## config.mk

```make
export PLATFORM = sky130hd
export DESIGN_NAME = rbe_ctrl
export DESIGN_NICKNAME = d
export VERILOG_FILES = /design/src/design/rbe_pkg.sv /design/src/design/rbe_ctrl.sv
export SDC_FILE = /design/constraint.sdc
export NUM_CORES = 1
export LEC_CHECK = 0
export BUFFER_PORTS_ARGS = -buffer_cell sky130_fd_sc_hd__buf_2
export CAP_MARGIN = 20
export CORE_MARGIN = 10
export CORE_UTILIZATION = 40
export DETAILED_ROUTE_END_ITERATION = 16
export SYNTH_ARGS = -nofsm -noshare
export SYNTH_HDL_FRONTEND = slang
export SYNTH_SLANG_ARGS = --single-unit
```

## constraint.sdc

```tcl
create_clock -name i_clk -period 3.1 [get_ports i_clk]
set_clock_uncertainty 0.15 [all_clocks]
set_input_delay 0.62 -clock i_clk [delete_from_list [all_inputs] [get_ports i_clk]]
set_output_delay 0.62 -clock i_clk [all_outputs]
set_load 0.01 [all_outputs]
```

## src/design/rbe_pkg.sv

```systemverilog
// ----------------------------------------------------------------------------
// rbe_pkg
// constants, codes, step schedule and helpers of the rigid body euler step
// ----------------------------------------------------------------------------
package rbe_pkg;

    localparam int CORDIC_STAGES = 24;
    localparam int CORD_CNT_W    = $clog2(CORDIC_STAGES + 1);
    localparam int ATAN_IDX_W    = 5;
    localparam int CORD_W        = 34;
    localparam int CORD_Z_W      = 33;

    localparam logic signed [CORD_W-1:0] CORDIC_GAIN = 34'sd652032874;
    localparam logic [47:0] RAD_TO_BAM = 48'd44798133900177;

    localparam logic [31:0] ATAN_BAM [32] = '{
        32'd536870912, 32'd316933406, 32'd167458907, 32'd85004756,
        32'd42667331,  32'd21354465,  32'd10679838,  32'd5340245,
        32'd2670163,   32'd1335087,   32'd667544,    32'd333772,
        32'd166886,    32'd83443,     32'd41722,     32'd20861,
        32'd10430,     32'd5215,      32'd2608,      32'd1304,
        32'd652,       32'd326,       32'd163,       32'd81,
        32'd41,        32'd20,        32'd10,        32'd5,
        32'd3,         32'd1,         32'd1,         32'd0
    };

    localparam int CFG_IDX_W  = 3;
    localparam int CFG_DATA_W = 48;

    typedef enum logic [CFG_IDX_W-1:0] {
        REG_STEP_TIME  = 3'd0,
        REG_INV_SURGE  = 3'd1,
        REG_INV_SWAY   = 3'd2,
        REG_INV_CROSS  = 3'd3,
        REG_INV_YAW    = 3'd4
    } t_reg_idx;

    localparam int MUL_A_W  = 64;
    localparam int MUL_B_W  = 48;
    localparam int MUL_P_W  = MUL_A_W + MUL_B_W;
    localparam int DIGIT_W  = 16;
    localparam int PP_W     = MUL_A_W + DIGIT_W + 1;
    localparam logic [1:0] LAST_DIGIT = 2'd2;

    localparam int STEP_W = 4;
    localparam logic [STEP_W-1:0] LAST_STEP = 4'd15;

    typedef enum logic [3:0] {
        A_FU, A_FV, A_MZ, A_ACCU, A_ACCV, A_ACCR,
        A_COS, A_SIN, A_RU, A_RV, A_VELR, A_PROD
    } t_asel;

    typedef enum logic [2:0] {
        B_INV_SURGE, B_INV_SWAY, B_INV_CROSS, B_INV_YAW,
        B_DT, B_VELU, B_VELV, B_RAD2BAM
    } t_bsel;

    typedef enum logic [3:0] {
        WB_NONE, WB_ACCU, WB_ACCV, WB_ACCR, WB_VELU, WB_VELV, WB_VELR,
        WB_RU, WB_RV, WB_PROD, WB_POSN, WB_POSE, WB_HEAD
    } t_wb;

    typedef struct packed {
        t_asel asel;
        t_bsel bsel;
        logic  accum;
        logic  sub;
        logic  need_cordic;
        t_wb   wb;
    } t_step;

    typedef struct packed {
        logic       load_in;
        logic       mul_en;
        logic [1:0] digit;
        t_asel      asel;
        t_bsel      bsel;
        logic       accum;
        logic       sub;
        t_wb        wb;
        logic       out_load;
    } t_cmd;

    typedef struct packed {
        logic cordic_done;
    } t_status;

    // product schedule; a result is written back during the next step's first digit, the last in S_FIN
    function automatic t_step step_rom(input logic [STEP_W-1:0] idx);
        t_step s;
        case (idx)
            4'd0:  s = '{A_FU,   B_INV_SURGE, 1'b0, 1'b0, 1'b0, WB_ACCU};
            4'd1:  s = '{A_FV,   B_INV_SWAY,  1'b0, 1'b0, 1'b0, WB_NONE};
            4'd2:  s = '{A_MZ,   B_INV_CROSS, 1'b1, 1'b0, 1'b0, WB_ACCV};
            4'd3:  s = '{A_FV,   B_INV_CROSS, 1'b0, 1'b0, 1'b0, WB_NONE};
            4'd4:  s = '{A_MZ,   B_INV_YAW,   1'b1, 1'b0, 1'b0, WB_ACCR};
            4'd5:  s = '{A_ACCU, B_DT,        1'b0, 1'b0, 1'b0, WB_VELU};
            4'd6:  s = '{A_ACCV, B_DT,        1'b0, 1'b0, 1'b0, WB_VELV};
            4'd7:  s = '{A_ACCR, B_DT,        1'b0, 1'b0, 1'b0, WB_VELR};
            4'd8:  s = '{A_COS,  B_VELU,      1'b0, 1'b0, 1'b1, WB_NONE};
            4'd9:  s = '{A_SIN,  B_VELV,      1'b1, 1'b1, 1'b0, WB_RU};
            4'd10: s = '{A_SIN,  B_VELU,      1'b0, 1'b0, 1'b0, WB_NONE};
            4'd11: s = '{A_COS,  B_VELV,      1'b1, 1'b0, 1'b0, WB_RV};
            4'd12: s = '{A_VELR, B_DT,        1'b0, 1'b0, 1'b0, WB_PROD};
            4'd13: s = '{A_RU,   B_DT,        1'b0, 1'b0, 1'b0, WB_POSN};
            4'd14: s = '{A_PROD, B_RAD2BAM,   1'b0, 1'b0, 1'b0, WB_HEAD};
            default: s = '{A_RV, B_DT,        1'b0, 1'b0, 1'b0, WB_POSE};
        endcase
        return s;
    endfunction

    function automatic logic signed [31:0] sat32(input logic signed [88:0] v);
        logic signed [31:0] r;
        if (v[88:31] == '0 || v[88:31] == '1) begin
            r = v[31:0];
        end else if (v[88]) begin
            r = 32'sh8000_0000;
        end else begin
            r = 32'sh7fff_ffff;
        end
        return r;
    endfunction

endpackage

```

## src/design/rbe_ctrl.sv

```systemverilog
// ----------------------------------------------------------------------------
// rbe_ctrl
// sequencer: walks the product schedule digit by digit, handles handshakes
// ----------------------------------------------------------------------------
module rbe_ctrl (
    input  logic             i_clk,
    input  logic             i_rst_n,
    input  logic             i_in_valid,
    output logic             o_in_ready,
    output logic             o_out_valid,
    input  logic             i_out_ready,
    input  rbe_pkg::t_status i_status,
    output rbe_pkg::t_cmd    o_cmd
);
    import rbe_pkg::*;

    typedef enum logic [3:0] {
        S_IDLE = 4'b0001,
        S_MUL  = 4'b0010,
        S_FIN  = 4'b0100,
        S_OUT  = 4'b1000
    } t_state;

    t_state            r_state, n_state;
    logic [STEP_W-1:0] r_step, n_step;
    logic [1:0]        r_digit, n_digit;
    t_wb               r_wb_pend, n_wb_pend;
    logic              r_out_valid, n_out_valid;
    t_step             step;
    logic              stall;

    assign step  = step_rom(r_step);
    assign stall = (r_digit == 2'd0) && step.need_cordic && !i_status.cordic_done;

    always_comb begin
        n_state   = r_state;
        n_step    = r_step;
        n_digit   = r_digit;
        n_wb_pend = r_wb_pend;

        o_cmd.load_in  = 1'b0;
        o_cmd.mul_en   = 1'b0;
        o_cmd.digit    = r_digit;
        o_cmd.asel     = step.asel;
        o_cmd.bsel     = step.bsel;
        o_cmd.accum    = step.accum;
        o_cmd.sub      = step.sub;
        o_cmd.wb       = WB_NONE;
        o_cmd.out_load = 1'b0;

        case (r_state)
            S_IDLE: begin
                if (i_in_valid) begin
                    o_cmd.load_in = 1'b1;
                    n_state       = S_MUL;
                    n_step        = '0;
                    n_digit       = '0;
                    n_wb_pend     = WB_NONE;
                end
            end
            S_MUL: begin
                if (!stall) begin
                    o_cmd.mul_en = 1'b1;
                    // previous step's result goes back while the next one starts
                    if (r_digit == 2'd0) begin
                        o_cmd.wb = r_wb_pend;
                    end
                    if (r_digit == LAST_DIGIT) begin
                        n_digit   = '0;
                        n_wb_pend = step.wb;
                        if (r_step == LAST_STEP) begin
                            n_state = S_FIN;
                        end else begin
                            n_step = r_step + 1'b1;
                        end
                    end else begin
                        n_digit = r_digit + 1'b1;
                    end
                end
            end
            S_FIN: begin
                o_cmd.wb = r_wb_pend;
                n_state  = S_OUT;
            end
            S_OUT: begin
                if (!r_out_valid || i_out_ready) begin
                    o_cmd.out_load = 1'b1;
                    n_state        = S_IDLE;
                end
            end
            default: begin
                n_state = S_IDLE;
            end
        endcase

        n_out_valid = o_cmd.out_load | (r_out_valid & ~i_out_ready);
    end

    always_ff @(posedge i_clk) begin
        if (!i_rst_n) begin
            r_state     <= S_IDLE;
            r_step      <= '0;
            r_digit     <= '0;
            r_wb_pend   <= WB_NONE;
            r_out_valid <= 1'b0;
        end else begin
            r_state     <= n_state;
            r_step      <= n_step;
            r_digit     <= n_digit;
            r_wb_pend   <= n_wb_pend;
            r_out_valid <= n_out_valid;
        end
    end

    assign o_in_ready  = (r_state == S_IDLE);
    assign o_out_valid = r_out_valid;

endmodule

```

Yosys cells after proc, flatten, opt, wreduce, memory -nomap -nowiden
Memories as Yosys holds them, arrays and structs flattened. A register that Yosys moved wholly into a read port is not among the register bits.
Cells that the tools add are included.
- multiplexer cells: 29
- reduce and logical (&&, ||, !) cells: 11
- add/sub/neg operators: 2
- bitwise logic cells: 3
- eq/ne operators: 12
- operators by type and width (kind ; number):
    4-bit 2-to-1 mux ; 15
    4-bit one-hot mux with 2 select lines ; 3
    4-bit one-hot mux with 4 select lines ; 1
    2-bit != test, second input constant ; 6
    5-bit AND reduction ; 2
    4-bit equality test, second input constant ; 2
    1-bit 2-to-1 mux ; 6
    2-bit 2-to-1 mux ; 3
    4-bit by 1-bit adder with 4-bit output, second input constant ; 1
    4-bit by 1-bit equality test with 1-bit output, second input constant ; 1
    4-bit by 2-bit equality test with 1-bit output, second input constant ; 1
    4-bit by 3-bit equality test with 1-bit output, second input constant ; 1
    2-bit one-hot mux with 2 select lines ; 1
    4-bit AND reduction ; 1
    3-bit AND reduction ; 1
    2-bit by 1-bit adder with 2-bit output, second input constant ; 1
    2-bit equality test, second input constant ; 1
    1-bit logical AND ; 2
    1-bit zero test ; 2
    2-bit zero test ; 1
    2-bit nonzero test ; 1
    1-bit AND ; 1
    1-bit logical OR ; 1
    1-bit NOT ; 1
    1-bit OR ; 1
- logic and storage cells: 63
- memories kept: 1
- output and inout bits: 20
- bits of input ports: 5
- bits in registers: 15
- ROM bits: 224
- memory list (memory ; depth ; bits a word ; rd ports ; clocked after Yosys merged registers in ; write ports ; line ; source):
    (no name shown) ; 16 ; 14 ; 1 ; 1 ; 0 ; rbe_pkg.sv:91 ; case (idx)

Longest topological paths before layout
Gate-level depths: netlist of the first run.
- depth after elaboration: 7
- gate-level depth with buffers: 12
- gate-level depth less buffers: 10

Worst setup path after synthesis of the first run
OpenSTA, ideal clock, no wires.
- kind: flip-flop to flip-flop
- start point: register r_state[1]
- end point: register, netlist name step[2]
- library setup time: 0.114 ns
- path buffers: 2
- arrival time: 2.517 ns
- slack: 0.319 ns
- clock period less this slack: 2.781 ns
- stages on the path, launching flop included: 11
- data required time: 2.836 ns
- cells stage by stage: dfxtp_1 > clkbuf_1 > or4b_1 > clkbuf_1 > nor2_1 > o21ai_0 > a21oi_1 > inv_1 > ha_1 > mux2_2 > a21o_1
- cells in the longest elaborated chain, start to end: 5
- elaborated cells on any way between the ends: 11
- those cells by class: eq/ne: 6; mux: 3; reduce/logical: 2
- ends and longest elaborated chain (what ; line ; source):
    start, declared ; rbe_ctrl.sv:24 ; t_state r_state, n_state;
    start signal, assigned ; rbe_ctrl.sv:107 ; r_state <= n_state;
    4-bit by 2-bit equality test with 1-bit output or 4-bit by 1-bit equality test with 1-bit output (tied branches) ; rbe_ctrl.sv:51 ; case (r_state)
    2-bit != test (no line) or 2-bit nonzero test (tied branches) ; n/a ;
    5-bit AND reduction (no line) ; n/a ;
    4-bit 2-to-1 mux (no line) (*) (2 in a row) ; n/a ;
Every way passes the cells marked *; elsewhere a longest branch is shown, timed or not.
A chain may end at the register's enable or synchronous reset.

==> key figures, run 1 <==
Status
  – Outcome: completed

Timing
  – Fin Setup TNS: 0 ns
  – Period Utilization, post-route: 95.0%
  – Max_slew headroom: 61.9%
  – Final Setup Violations: 0
  – Worst hold slack: 0.301 ns
  – Final hold vios: 0
  – RSZ-0062 raised after global routing: false
  – Worst Max-Slew Pin Slew: 0.571 ns
  – Final max-slew violation count: 0
  – Max Clk Rate: 340 MHz
  – Tmin final: 2.95 ns
  – Setup ws final: 0.155 ns

Setup path
  – Critical path's top delay family: simple AND/OR/NAND/NOR gates
  – Slowest CP cell: or4b_4
  – Worst Path Required: 2.33 ns
  – Critical path endpoint category: output pin
  – CP bufs+invs: 2
  – Worst r2r src: r_state[2]
  – Worst-path cell chain: or4b_4 -> buf_4 -> nor4_2 -> nor2_1 -> nor2b_1 -> buf_2
  – CP arrival: 2.18 ns
  – Worst flop-to-flop path endpoint: step[2]
  – R2R Setup Slk: 0.15 ns
  – Startpoint class of the critical path: flip-flop
  – Max stage delay on crit path: 0.56 ns
  – Kind of critical path: flip-flop to output pin
  – Crit path max fanout: 9
  – R2R cell count: 8

Clock network
  – CTS tree: built
  – Clk slew on worst S/H paths: 0.06 ns
  – Hold_buf cts: 0
  – CTS buffer count: 5
  – Post-CTS setup buffers: 0
  – Max clock buf depth: 2
  – Root buf cell: clkbuf_8
  – H-tree levels: 2
  – Clk_lat worst skew: 0.28 ns
  – Clock Sinks: 29

Logic synthesis
  – Yosys warnings: 0
  – Top-area cell type share of the netlist area: 35.2%
  – Area of the mapped netlist: 1650 um^2
  – #FFs+latches synth: 29
  – Cells after Synth: 187
  – Post-synth cell types: 50
  – Post-Syn Nets: 197
  – Seq/Total Area, Yosys: 35.2%
  – Synth Area per Inst: 8.82 um^2
  – Area leader, netlist: dfxtp_1
  – Synth area leaders: dfxtp_1, buf_4, ha_1, a21oi_1, nor2_1

Layout
  – Nets: 212
  – Area grow syn2layout: 12.7%
  – Fillers: 398
  – Share of layout cells above drive strength 1: 24.6%
  – Inserted Diodes: 0

Min path
  – Cell depth of the worst min-delay path: 2
  – Worst Hold End: r_wb_pend[2]
  – Hold crit path type: flip-flop to flip-flop
  – Worst Hold Launch: r_wb_pend[2]

Placement
  – Pre-CTS WS: 0.197 ns
  – Dpl hpwl: 2810 um
  – GPL Wtd Cong: 0.870
  – Buffers on Ports: 24

Detailed routing
  – DRT iter0 DRCs: 77
  – Vias: 1369
  – Total length of routed met2 wires: 1860 um
  – Via density: 5.41
  – Met3 WL: 237 um
  – M1 wire length: 1670 um
  – Post-Route WL: 3840 um
  – Highest routed layer: met4
  – WL/cell: 15.2 um
  – Antenna Nets Post-Route: 0
  – DRT Pass-1 Iters: 4
  – Drc violations: 0

Power
  – PD cells: 482 nW/um^2
  – Peak supply drop: 0.223 mV
  – Static Leak: 0.784 nW
  – Total power: 0.000896 W

Floorplanning
  – Die span in y: 84.2 um
  – Core Rows: 23
  – Die width: 84.2 um
  – Die Area: 7090 um^2
  – Starting Density: 41.2%
  – Top Ports: 25
  – Placeable Area: 4000 um^2

Global routing
  – Largest net degree at the start of global routing: 24
  – Initial antenna violation count: 0
  – Gr usage total: 11.1%
  – Vias in the first global route: 1366
  – Gr ovfl total: 0
  – First-pass GRT wire length: 6550 um

Job
  – Number of max-cap violations: 0
## cells in the final DEF, fill, tap and decap left out, types with 4 or more instances in the layout
| cell type | instances |
|---|---|
| ha_1 | 5 |
| inv_1 | 6 |
| clkbuf_8 | 6 |
| a21oi_1 | 12 |
| o21ai_0 | 5 |
| buf_2 | 24 |
| nor2b_1 | 9 |
| buf_4 | 6 |
| mux2i_1 | 4 |
| nand4_1 | 4 |
| nor3_1 | 7 |
| nand2_1 | 13 |
| nor2_1 | 15 |
| dfxtp_1 | 29 |
## cell usage after synthesis (all sizes together)
cell,count
o22ai,3
mux2i,4
a31o,1
nor2b,9
or4b,2
o2bb2ai,1
ha,5
nor4,2
o211ai,3
nand3,3
a311o,1
and3,2
and4,1
a32oi,1
clkbuf,5
o21bai,1
a22oi,3
a211oi,3
o221ai,3
nand2b,2
nor3b,1
a21oi,12
o311a,1
or3,2
clkinv,1
o21a,3
nor2,15
mux2,1
dfxtp,29
and2,3
and3b,1
nand4,4
o21ai,6
nor3,7
buf,17
nand2,13
and4b,2
a21o,3
inv,7
nor4b,3
o32ai,1
## layer usage
| layer | vias up | track usage (%) |
|---|---|---|
| li1 | 693 | - |
| met1 | 623 | 12.2 |
| met2 | 46 | 18.9 |
| met3 | 7 | 3.77 |
| met4 | 0 | 4.72 |
| met5 | - | 0 |
## cells by family (layout without fill, tap and decap cells)
logic type | Yosys count | in the layout | share of synthesized area, %
AOI/OAI and AO/OA | 46 | 46 | 22.1
adders and majority gates | 5 | 5 | 3.79
muxes | 5 | 5 | 3.11
DFF | 29 | 29 | 35.2
and+or+nand+nor | 72 | 72 | 25.0
buffers and inverters | 30 | 46 | 10.8
## layout make-up
type | instances | area, um^2 | share of cell area (%)
well taps | 50 | 62.6 | 3.36
inverters | 8 | 35.0 | 1.88
clock inverters | 1 | 30.0 | 1.62
repair buffers | 30 | 165 | 8.88
multi-input cells | 128 | 900 | 48.4
clock buffers | 7 | 86.3 | 4.64
flip-flops and latches | 29 | 581 | 31.2
## per-stage QoR
step           util [%]  std cells  cell area, um^2
2_1_floorplan         -        187             1650
3_3_place_gp       43.3        245             1730
3_5_place_dp       43.3        245             1730
4_1_cts            46.3        253             1850
5_1_grt            46.5        253             1860
6_report           46.5        253             1860
## worst max-delay path by stage
stage                     startpoint  endpoint  slack [ns]  cells past startpoint
after CTS                 r_state[2]  o_cmd[2]        0.05                      6
after global routing      r_state[2]  o_cmd[1]        0.02                      6
final                     r_state[1]  o_cmd[2]        0.15                      6
after floorplan           r_state[1]   step[2]        0.32                     10
after global placement    r_state[2]   step[2]        0.25                      7
after detailed placement  r_state[2]   step[2]        0.20                      7
## timing repair
item / CTS / global route
setup endpoints to repair: 4 / 4
resized for setup: 1 / 1
endpoints found under the hold margin: 0 / 0
## state kept, by name, indices dropped and copies added (netlist names)
name and cells:
step 14, r_state 4, r_step 4, r_wb_pend 4
r_digit 2, o_out_valid 1
## worst reg2reg max path, stage by stage (launching register included)
cell and delay [ns]:
dfxtp_1 0.40, or4b_1 0.73, clkinv_4 0.11, a22oi_4 0.09, o21ai_0 0.37, a21oi_1 0.22
ha_1 0.31, mux2_2 0.29, a21o_1 0.17
## power by group
part	internal (W)	switching, W
clock	0.000262	0.000147
sequential	0.000379	0.00000935
combinational	0.0000391	0.0000603
Note: power is estimated with default switching activity, not from simulation.
==> inputs of run 2 (changes only) <==
--- a/config.mk
+++ b/config.mk
@@ -7,7 +7,6 @@
 export LEC_CHECK = 0
 export BUFFER_PORTS_ARGS = -buffer_cell sky130_fd_sc_hd__buf_2
 export CAP_MARGIN = 20
-export CORE_MARGIN = 10
 export CORE_UTILIZATION = 40
 export DETAILED_ROUTE_END_ITERATION = 16
 export SYNTH_ARGS = -nofsm -noshare
==> key figures, run 2 (synthesis gave the netlist of run 1 again) <==
Layout
  – Share of layout cells above drive strength 1: 24.8% (was 24.6%)
  – Area occupied by multi-input gates: 910 um^2 (was 900 um^2)
  – Commonest non-fill, non-tap cells in the layout: dfxtp_1, buf_2, nor2_1 (unchanged)
  – Fillers: 366 (was 398)
  – Inserted Diodes: 0 (unchanged)
  – Largest register FFs: 14 (unchanged)
  – Register area: 581 um^2 (unchanged)
  – Nets: 212 (unchanged)
  – Area grow syn2layout: 11.4% (was 12.7%)
  – Most common cell after layout, fill and taps aside: dfxtp_1 (unchanged)

Floorplanning
  – Starting Density: 43.4% (was 41.2%)
  – Die span in y: 66.2 um (was 84.2 um)
  – Top Ports: 25 (unchanged)
  – Core Rows: 22 (was 23)
  – Die width: 66.2 um (was 84.2 um)
  – Die Area: 4380 um^2 (was 7090 um^2)
  – Placeable Area: 3800 um^2 (was 4000 um^2)

Min path
  – Worst Hold Launch: r_wb_pend[0] (was r_wb_pend[2])
  – Hold crit path type: flip-flop to flip-flop (unchanged)
  – Worst Hold End: r_wb_pend[0] (was r_wb_pend[2])
  – Cell depth of the worst min-delay path: 2 (unchanged)

Detailed routing
  – DRT Pass-1 Iters: 4 (unchanged)
  – M1 wire length: 1690 um (was 1670 um)
  – Met3 WL: 125 um (was 237 um)
  – Drc violations: 0 (unchanged)
  – Total length of routed met2 wires: 1760 um (was 1860 um)
  – Antenna Nets Post-Route: 0 (unchanged)
  – Post-Route WL: 3590 um (was 3840 um)
  – WL/cell: 14.4 um (was 15.2 um)
  – DRT iter0 DRCs: 77 (unchanged)
  – Via density: 5.50 (was 5.41)
  – Highest routed layer: met4 (unchanged)
  – Vias: 1376 (was 1369)

Setup path
  – Crit path max fanout: 9 (unchanged)
  – Worst r2r src: r_step[0] (was r_state[2])
  – Worst Path Required: 2.33 ns (about the same)
  – CP arrival: 2.13 ns (was 2.18 ns)
  – Worst flop-to-flop path endpoint: step[2] (unchanged)
  – R2R cell count: 9 (was 8)
  – Startpoint class of the critical path: flip-flop (unchanged)
  – Critical path startpoint: r_state[3] (was r_state[1])
  – Kind of critical path: flip-flop to output pin (unchanged)
  – R2R Setup Slk: 0.23 ns (was 0.15 ns)
  – Critical path endpoint category: output pin (unchanged)

Placement
  – Dpl hpwl: 2510 um (was 2810 um)
  – GPL Wtd Cong: 0.824 (was 0.870)
  – Buffers on Ports: 24 (unchanged)

Global routing
  – First-pass GRT wire length: 5750 um (was 6550 um)
  – Initial antenna violation count: 0 (unchanged)
  – Vias in the first global route: 1262 (was 1366)
  – Gr ovfl total: 0 (unchanged)
  – Gr usage total: 17.6% (was 11.1%)
  – Largest net degree at the start of global routing: 24 (unchanged)

Clock network
  – Clock Sinks: 29 (unchanged)
  – H-tree levels: 2 (unchanged)
  – Hold_buf cts: 0 (unchanged)
  – Clk slew on worst S/H paths: 0.06 ns (about the same)
  – Clk_lat worst skew: 0.27 ns (was 0.28 ns)
  – Max clock buf depth: 2 (unchanged)
  – Root buf cell: clkbuf_8 (unchanged)
  – Post-CTS setup buffers: 0 (unchanged)
  – CTS buffer count: 5 (unchanged)
  – CTS tree: built (unchanged)

Timing
  – Max_slew headroom: 52.2% (was 61.9%)
  – Tmin final: 2.90 ns (was 2.95 ns)
  – Fin Setup TNS: 0 ns (unchanged)
  – Max Clk Rate: 345 MHz (was 340 MHz)
  – Final max-slew violation count: 0 (unchanged)
  – Final Setup Violations: 0 (unchanged)
  – Period Utilization, post-route: 93.5% (was 95.0%)
  – Final hold vios: 0 (unchanged)
  – Worst Max-Slew Pin Slew: 0.715 ns (was 0.571 ns)
  – RSZ-0062 raised after global routing: false (unchanged)

Power
  – Static Leak: 0.770 nW (was 0.784 nW)
  – PD cells: 434 nW/um^2 (was 482 nW/um^2)
  – Peak supply drop: 0.197 mV (was 0.223 mV)
  – Total power: 0.000796 W (was 0.000896 W)

Status
  – Outcome: completed (unchanged)

Job
  – Number of max-cap violations: 0 (unchanged)
-- run 2: changes by cell type in the layout (fill, tap and decap cells not counted), sizes merged --
cell,previous run,this run
bufinv,1,0
-- run 2: worst max-delay path, stage by stage (launching register included) --
cell	delay [ns]
dfxtp_1	0.40
or4b_4	0.57
buf_4	0.20
nor4_4	0.28
nor2_1	0.15
nor2b_1	0.12
buf_2	0.13
-- run 2: how the worst max path moves through the flow --
| stage | to | slack (ns) |
|---|---|---|
| final | o_cmd[1] | 0.20 |
| after global routing | o_cmd[3] | 0.06 |
| after CTS | o_cmd[1] | 0.009 |
| after detailed placement | o_cmd[1] | 0.15 |
| after global placement | step[2] | 0.20 |
| after floorplan | step[2] | 0.32 |
-- run 2: through the flow --
stage	cells	util [%]	setup slack, ns	hold slack [ns]	area, um^2
floorplan	187	-	0.319	0.277	1650
global placement	243	45.6	0.197	0.289	1730
detailed placement	243	45.6	0.154	0.290	1730
CTS	250	48.0	0.00888	0.299	1820
global route	250	48.4	0.0586	0.333	1840
finish	250	48.4	0.201	0.298	1840
-- run 2: timing repair --
action	4_1_cts	5_1_grt
hold endpoints to repair	0	0
setup endpoints to repair	4	5
resized for setup	1	3
gates cloned	0	0
-- run 2: power breakdown --
| part | switching, W | total (W) | internal [W] |
|---|---|---|---|
| Clock | 0.000130 | 0.000306 | 0.000176 |
| Combinational | 0.0000636 | 0.000105 | 0.0000413 |
| Sequential | 0.00000673 | 0.000385 | 0.000379 |
-- run 2: final cells by class --
| type | instances | area share [%] |
|---|---|---|
| timing repair buffer | 30 | 8.99 |
| clock buffer | 7 | 4.70 |
| sequential | 29 | 31.6 |
| multi-input combinational | 128 | 49.5 |
| tap | 48 | 3.27 |
| inverter | 8 | 1.91 |
-- run 2: metal layers --
layer	GRT usage, %	vias up
met3	5.00	4
met2	28.2	33
li1	-	692
met1	21.7	647
met4	7.98	0
met5	0	-
